===== src/rtl/core/pcmdth_pkg.sv =====
`timescale 1ns / 1ps
// ----------------------------------------------------------------------------
// pcmdth_pkg
// Shared types and constants for the 24-to-16 bit PCM dither block.
// ----------------------------------------------------------------------------
package pcmdth_pkg;

    localparam int SampleInW  = 32;
    localparam int NoiseW     = 8;
    localparam int SampleOutW = 16;
    localparam int ErrW       = 12;
    localparam int InDataW    = 40;   // sample_in + noise_word, whole bytes
    localparam int OutDataW   = 16;
    localparam int ShapedW    = 34;   // shaped sample, no overflow
    localparam int WideW      = 35;   // rounded and dithered sum

    localparam logic signed [WideW-1:0] FULL_MAX  = 35'sd8388607;
    localparam logic signed [WideW-1:0] FULL_MIN  = -35'sd8388608;
    localparam logic signed [WideW-1:0] ROUND_ADD = 35'sd128;

    typedef logic signed [ErrW-1:0] err_t;

    // error feedback history and the last noise byte
    typedef struct packed {
        err_t              e0;
        err_t              e1;
        err_t              e2;
        logic [NoiseW-1:0] prev_noise;
    } fb_state_t;

    // one quantized result and the new error it leaves behind
    typedef struct packed {
        logic signed [SampleOutW-1:0] sample_out;
        err_t                         err_new;
        logic [NoiseW-1:0]            noise;
    } quant_res_t;

endpackage


===== src/rtl/core/pcmdth_quant.sv =====
`timescale 1ns / 1ps
// ----------------------------------------------------------------------------
// pcmdth_quant
// Single-pass shaping, rounding, dither, clip and quantization of one sample.
// ----------------------------------------------------------------------------
module pcmdth_quant (
    input  logic                                    source_is_32_bit,
    input  logic signed [pcmdth_pkg::SampleInW-1:0] sample_in,
    input  logic [pcmdth_pkg::NoiseW-1:0]           noise_word,
    input  pcmdth_pkg::fb_state_t                   fb,
    output pcmdth_pkg::quant_res_t                  res
);
    import pcmdth_pkg::*;

    logic signed [ShapedW-1:0] samp_sel;
    logic signed [ShapedW-1:0] fb_sum;
    logic signed [ShapedW-1:0] shaped;
    logic signed [WideW-1:0]   shaped_w;
    logic signed [WideW-1:0]   dith;
    logic signed [WideW-1:0]   out_sum;
    logic signed [WideW-1:0]   shaped_c;
    logic signed [WideW-1:0]   out_q;
    logic signed [WideW-1:0]   err_w;
    logic                      clip_hi;
    logic                      clip_lo;
    logic [23:0]               out_clip;

    always_comb
    begin
        // 32-bit source: arithmetic shift right by 8
        if (source_is_32_bit)
        begin
            samp_sel = ShapedW'(signed'(sample_in[SampleInW-1:8]));
        end
        else
        begin
            samp_sel = ShapedW'(sample_in);
        end

        fb_sum   = ShapedW'(fb.e0) - ShapedW'(fb.e1) + ShapedW'(fb.e2);
        shaped   = samp_sel + fb_sum;
        shaped_w = WideW'(shaped);

        // triangular dither from two successive noise bytes
        dith    = WideW'(signed'({1'b0, noise_word})) - WideW'(signed'({1'b0, fb.prev_noise}));
        out_sum = shaped_w + ROUND_ADD + dith;

        clip_hi  = out_sum > FULL_MAX;
        clip_lo  = out_sum < FULL_MIN;
        shaped_c = shaped_w;
        if (clip_hi)
        begin
            out_clip = 24'h7F_FFFF;
            if (shaped_w > FULL_MAX)
            begin
                shaped_c = FULL_MAX;
            end
        end
        else if (clip_lo)
        begin
            out_clip = 24'h80_0000;
            if (shaped_w < FULL_MIN)
            begin
                shaped_c = FULL_MIN;
            end
        end
        else
        begin
            out_clip = out_sum[23:0];
        end

        // drop the low byte
        out_q = WideW'(signed'({out_clip[23:8], 8'h00}));
        err_w = shaped_c - out_q;

        res.sample_out = out_clip[23:8];
        res.err_new    = err_w[ErrW-1:0];
        res.noise      = noise_word;
    end

endmodule


===== src/rtl/core/pcmdth_err_fb.sv =====
`timescale 1ns / 1ps
// ----------------------------------------------------------------------------
// pcmdth_err_fb
// Error feedback history e0/e1/e2 and previous noise byte.
// ----------------------------------------------------------------------------
module pcmdth_err_fb (
    input  logic                   clk,
    input  logic                   rst_n,
    input  logic                   advance,
    input  pcmdth_pkg::quant_res_t res,
    output pcmdth_pkg::fb_state_t  fb
);
    import pcmdth_pkg::*;

    fb_state_t fb_reg;
    fb_state_t fb_next;
    err_t      half;

    always_comb
    begin
        // halve toward zero
        half = (fb_reg.e0 + err_t'(fb_reg.e0[ErrW-1])) >>> 1;
        fb_next            = fb_reg;
        fb_next.e0         = res.err_new;
        fb_next.e1         = half;
        fb_next.e2         = fb_reg.e1;
        fb_next.prev_noise = res.noise;
    end

    always_ff @(posedge clk or negedge rst_n)
    begin
        if (!rst_n)
        begin
            fb_reg <= '0;
        end
        else if (advance)
        begin
            fb_reg <= fb_next;
        end
    end

    assign fb = fb_reg;

endmodule


===== src/rtl/core/pcm_dither_24_to_16.sv =====
`timescale 1ns / 1ps
// ----------------------------------------------------------------------------
// pcm_dither_24_to_16
// Noise-shaped TPDF dither from 24-bit or 32-bit PCM down to 16 bits.
// ----------------------------------------------------------------------------
// Pipeline: an accepted input request is held in the input reg, then its result
// in the result reg. Throughput: one sample per cycle unless the output stalls;
// the error feedback registers update together with the result reg.
// Reset: rst_n asynchronous, active low; clears valids, mode and error history.
// ----------------------------------------------------------------------------
module pcm_dither_24_to_16 (
    input  logic                                clk,
    input  logic                                rst_n,
    input  logic                                cfg_we,
    input  logic                                cfg_wdata,
    input  logic                                s_axis_tvalid,
    output logic                                s_axis_tready,
    input  logic [pcmdth_pkg::InDataW-1:0]      s_axis_tdata,  // sample_in[31:0], noise_word[39:32]
    output logic                                m_axis_tvalid,
    input  logic                                m_axis_tready,
    output logic [pcmdth_pkg::OutDataW-1:0]     m_axis_tdata   // sample_out[15:0]
);
    import pcmdth_pkg::*;

    logic                  mode_reg;
    logic                  in_valid_reg;
    logic [InDataW-1:0]    in_data_reg;
    logic                  out_valid_reg;
    logic [OutDataW-1:0]   out_data_reg;
    logic                  advance;
    fb_state_t             fb;
    quant_res_t            res;

    assign advance       = in_valid_reg && (!out_valid_reg || m_axis_tready);
    assign s_axis_tready = !in_valid_reg || advance;

    always_ff @(posedge clk or negedge rst_n)
    begin
        if (!rst_n)
        begin
            mode_reg      <= 1'b0;
            in_valid_reg  <= 1'b0;
            out_valid_reg <= 1'b0;
        end
        else
        begin
            if (cfg_we)
            begin
                mode_reg <= cfg_wdata;
            end
            if (s_axis_tready)
            begin
                in_valid_reg <= s_axis_tvalid;
            end
            if (advance)
            begin
                out_valid_reg <= 1'b1;
            end
            else if (m_axis_tready)
            begin
                out_valid_reg <= 1'b0;
            end
        end
    end

    always_ff @(posedge clk)
    begin
        if (s_axis_tvalid && s_axis_tready)
        begin
            in_data_reg <= s_axis_tdata;
        end
        if (advance)
        begin
            out_data_reg <= res.sample_out;
        end
    end

    pcmdth_quant u_quant (
        .source_is_32_bit (mode_reg),
        .sample_in        (in_data_reg[SampleInW-1:0]),
        .noise_word       (in_data_reg[SampleInW +: NoiseW]),
        .fb               (fb),
        .res              (res)
    );

    pcmdth_err_fb u_err_fb (
        .clk     (clk),
        .rst_n   (rst_n),
        .advance (advance),
        .res     (res),
        .fb      (fb)
    );

    assign m_axis_tvalid = out_valid_reg;
    assign m_axis_tdata  = out_data_reg;

endmodule


===== config.mk =====
export PLATFORM = sky130hd
export DESIGN_NAME = pcm_dither_24_to_16
export DESIGN_NICKNAME = d
export VERILOG_FILES = /design/src/rtl/core/pcmdth_pkg.sv /design/src/rtl/core/pcmdth_quant.sv /design/src/rtl/core/pcmdth_err_fb.sv /design/src/rtl/core/pcm_dither_24_to_16.sv
export SDC_FILE = /design/constraint.sdc
export NUM_CORES = 1
export LEC_CHECK = 0
export ABC_AREA = 1
export BUFFER_PORTS_ARGS = -buffer_cell sky130_fd_sc_hd__clkbuf_2
export CAP_MARGIN = 20
export CORE_MARGIN = 4
export CORE_UTILIZATION = 64
export DETAILED_ROUTE_END_ITERATION = 10
export PLACE_DENSITY = 0.83
export SKIP_LAST_GASP = 1
export SYNTH_ARGS = -nofsm -noshare
export SYNTH_HDL_FRONTEND = slang
export SYNTH_SLANG_ARGS = --single-unit
export TNS_END_PERCENT = 100

===== constraint.sdc =====
create_clock -name clk -period 7.9 [get_ports clk]
set_input_delay 0.79 -clock clk [delete_from_list [all_inputs] [get_ports clk]]
set_output_delay 0.79 -clock clk [all_outputs]
set_load 0.01 [all_outputs]

==> flow_metrics.py <==
metrics = {
    "route": {
        "drtIter0Drc": 593,
        "drc": 0,
        "ant_nets": 0,
        "vias": 11388,
        "wl_per_cell_um": 14.3,
        "drt-pass1-iter-count": 5,
        "postRouteWirelength_um": 30900,
        "vias_per_cell": 5.27,
    },
    "clock_network": {
        "clock-root-buffer": "clkbuf_16",
        "hold_buffers": 0,
        "clk_latency_ns": 0.36,
        "clk_pin_slew_ns": 0.08,
        "clkSinkCount": 101,
        "cts_tree": "yes",
        "numCtsBuffers": 9,
        "cts.path.max_buffers": 2,
        "h-tree-depth": 3,
    },
    "layout": {
        "area_growth_pct": 11.2,
        "final_nets": 2122,
        "diodes": 0,
        "largest_reg_flops": 42,
        "fillerInstances": 1590,
        "design_area_mm2": 0.0136,
        "drive_gt1_share_pct": 11.9,
        "fin_util_pct": 72.5,
    },
    "grt": {
        "track_usage_pct": 28.7,
        "gr-total-overflow": 0,
        "grt_max_degree": 53,
        "grt_pass1_vias": 11016,
        "grt_first_pass_wirelength_um": 50200,
        "antenna_found_initial": 0,
    },
    "floorplan": {
        "die_y_um": 146,
        "start_util_pct": 65.2,
        "fp.dieW_um": 146,
        "core_mm2": 0.0187,
        "dieArea_mm2": 0.0213,
        "ios": 64,
        "row_count": 50,
    },
    "timing": {
        "tightest_slew_ns": 0.614,
        "final-max-slew-violation-count": 0,
        "setup_violations": 0,
        "hold_viol": 0,
        "period_needed_ns": 7.43,
        "timing.final.crit_share_pct": 94.1,
        "fmaxAchievable_ghz": 0.135,
        "max_slew_margin_pct": 59.1,
        "tns_ns": 0,
        "finClkSkew_ns": 0.0120,
    },
    "synthesis": {
        "syn_avg_cell_area_um2": 6.66,
        "yosysUniqueCellTypes": 46,
        "yosysSeqAreaShare_pct": 23.0,
        "synth_common_cells": "nand2_1, inv_1, nor2_1",
        "yosys.area.top_type": "nand2_1",
        "synth_ff_type": "edfxtp_1",
        "async_reset_ff_share_pct": 44.6,
        "synth-seq-cells": 101,
        "synth_fp_nets": 2032,
        "synth_edf_count": 56,
        "syn_inst": 1830,
        "post-synth-top-count-cell": "nand2_1",
        "synth_top_area_share_pct": 20.0,
        "yosysWarningCount": 0,
        "synth.top_cells.by_area": "nand2_1, edfxtp_1, inv_1",
        "synth_area_mm2": 0.0122,
    },
    "setup_path": {
        "startpoint_type": "register",
        "worstSetupPathType": "reg -> reg",
        "worstPathRequired_ns": 8.20,
        "critPathMaxStageDelay_ns": 0.45,
        "cpMaxStageDelayCell": "fa_1",
        "crit_path_max_fanout": 17,
        "cp.arrival_ns": 7.73,
        "cp_common_cell": "nand2_1",
        "crit_path_end_kind": "register",
    },
    "place": {
        "gp_congestion": 0.978,
        "dp.final_hpwl_um": 25900,
        "portBuffers": 63,
        "place_area_mm2": 0.0130,
    },
    "status": {
        "status": "complete, no violations",
    },
    "worst_hold_path": {
        "hold_path.class": "reg -> reg",
    },
    "job": {
        "cap_violations": 0,
    },
}
[cells in the final DEF (no fill, tap or decap), types with 11 or more instances in the layout]
cell,instances
o21ai_0,62
inv_1,390
dfrtp_1,44
nand4_1,22
inv_2,11
buf_4,27
nand3_1,76
nand2_2,25
xor2_1,37
nor2_2,20
fa_1,67
edfxtp_1,56
nor3_1,11
nor2_1,99
ha_1,74
nand2_1,639
a21oi_1,62
clkbuf_2,63
xnor2_1,15
[logic make-up (layout without fill, tap and decap cells)]
family                   count (synthesis)  after routing  share of synthesized area (%)
AO/OA/AOI/OAI                          165            165                           7.43
AND/OR/NAND/NOR                        931            931                           32.0
buffers and inverters                  420            515                           13.0
adder cells (fa/ha/maj)                156            156                           20.2
XOR/XNOR                                57             57                           4.37
flip-flops                             101            101                           23.0
[area by class of cell]
| type | instances | area (um^2) | area share [%] |
|---|---|---|---|
| multi-input combinational | 1309 | 8040 | 59.3 |
| sequential | 101 | 2810 | 20.7 |
| timing repair buffer | 95 | 612 | 4.51 |
| tap | 234 | 293 | 2.16 |
| inverter | 404 | 1520 | 11.2 |
| clock inverter | 7 | 68.8 | 0.507 |
| clock buffer | 9 | 225 | 1.66 |
[critical path: cells and delay by family (launching register included)]
family / cells / cell delay [ns]
compound gates: 5 / 0.89
xor+xnor: 1 / 0.21
fa+ha+maj: 5 / 1.97
buf+inv: 6 / 0.74
flops: 1 / 0.42
simple gates: 25 / 3.11
[final timing paths]
check,slack (ns),endpoint,cells past startpoint,from
max,0.47,u_err_fb.fb[43]$_DFFE_PN0P_,42,mode_reg$_DFFE_PN0P_
min,0.50,u_err_fb.fb[2]$_DFFE_PN0P_,2,in_data_reg[34]$_DFFE_PP_
min reg2reg,0.50,u_err_fb.fb[2]$_DFFE_PN0P_,2,in_data_reg[34]$_DFFE_PP_
min in group asynchronous,0.53,u_err_fb.fb[29]$_DFFE_PN0P_,2,rst_n
max in group asynchronous,6.93,u_err_fb.fb[30]$_DFFE_PN0P_,2,rst_n
max reg2reg,0.47,u_err_fb.fb[43]$_DFFE_PN0P_,42,mode_reg$_DFFE_PN0P_
[routing by layer]
| metal | GRT usage [%] | part of all wire, % | routed length (um) | vias to the layer above |
|---|---|---|---|---|
| li1 | - | - | - | 5782 |
| met1 | 35.3 | 42 | 13000 | 5206 |
| met2 | 51.6 | 50 | 15300 | 326 |
| met3 | 3.79 | 4.7 | 1460 | 74 |
| met4 | 10.9 | 3.6 | 1110 | 0 |
| met5 | 0 | 0 | 0 | - |
[per-stage QoR]
step | hold WS [ns] | setup slack, ns | cells
2_1_floorplan | 0.452 | 0.868 | 1830
3_3_place_gp | 0.469 | 0.260 | 2133
3_5_place_dp | 0.483 | 0.0833 | 2134
4_1_cts | 0.502 | 0.0253 | 2150
5_1_grt | 0.512 | -0.00462 | 2159
6_report | 0.499 | 0.469 | 2159
[timing repair]
action / in CTS / in global routing
endpoints found under the hold margin: 0 / 0
setup buffers: 0 / 8
setup endpoints to repair: 0 / 4
resized for setup: 0 / 62
Power is left out: the tool's default activity adds up to more than one toggle a clock period on the data nets, which glitch-free logic cannot reach.
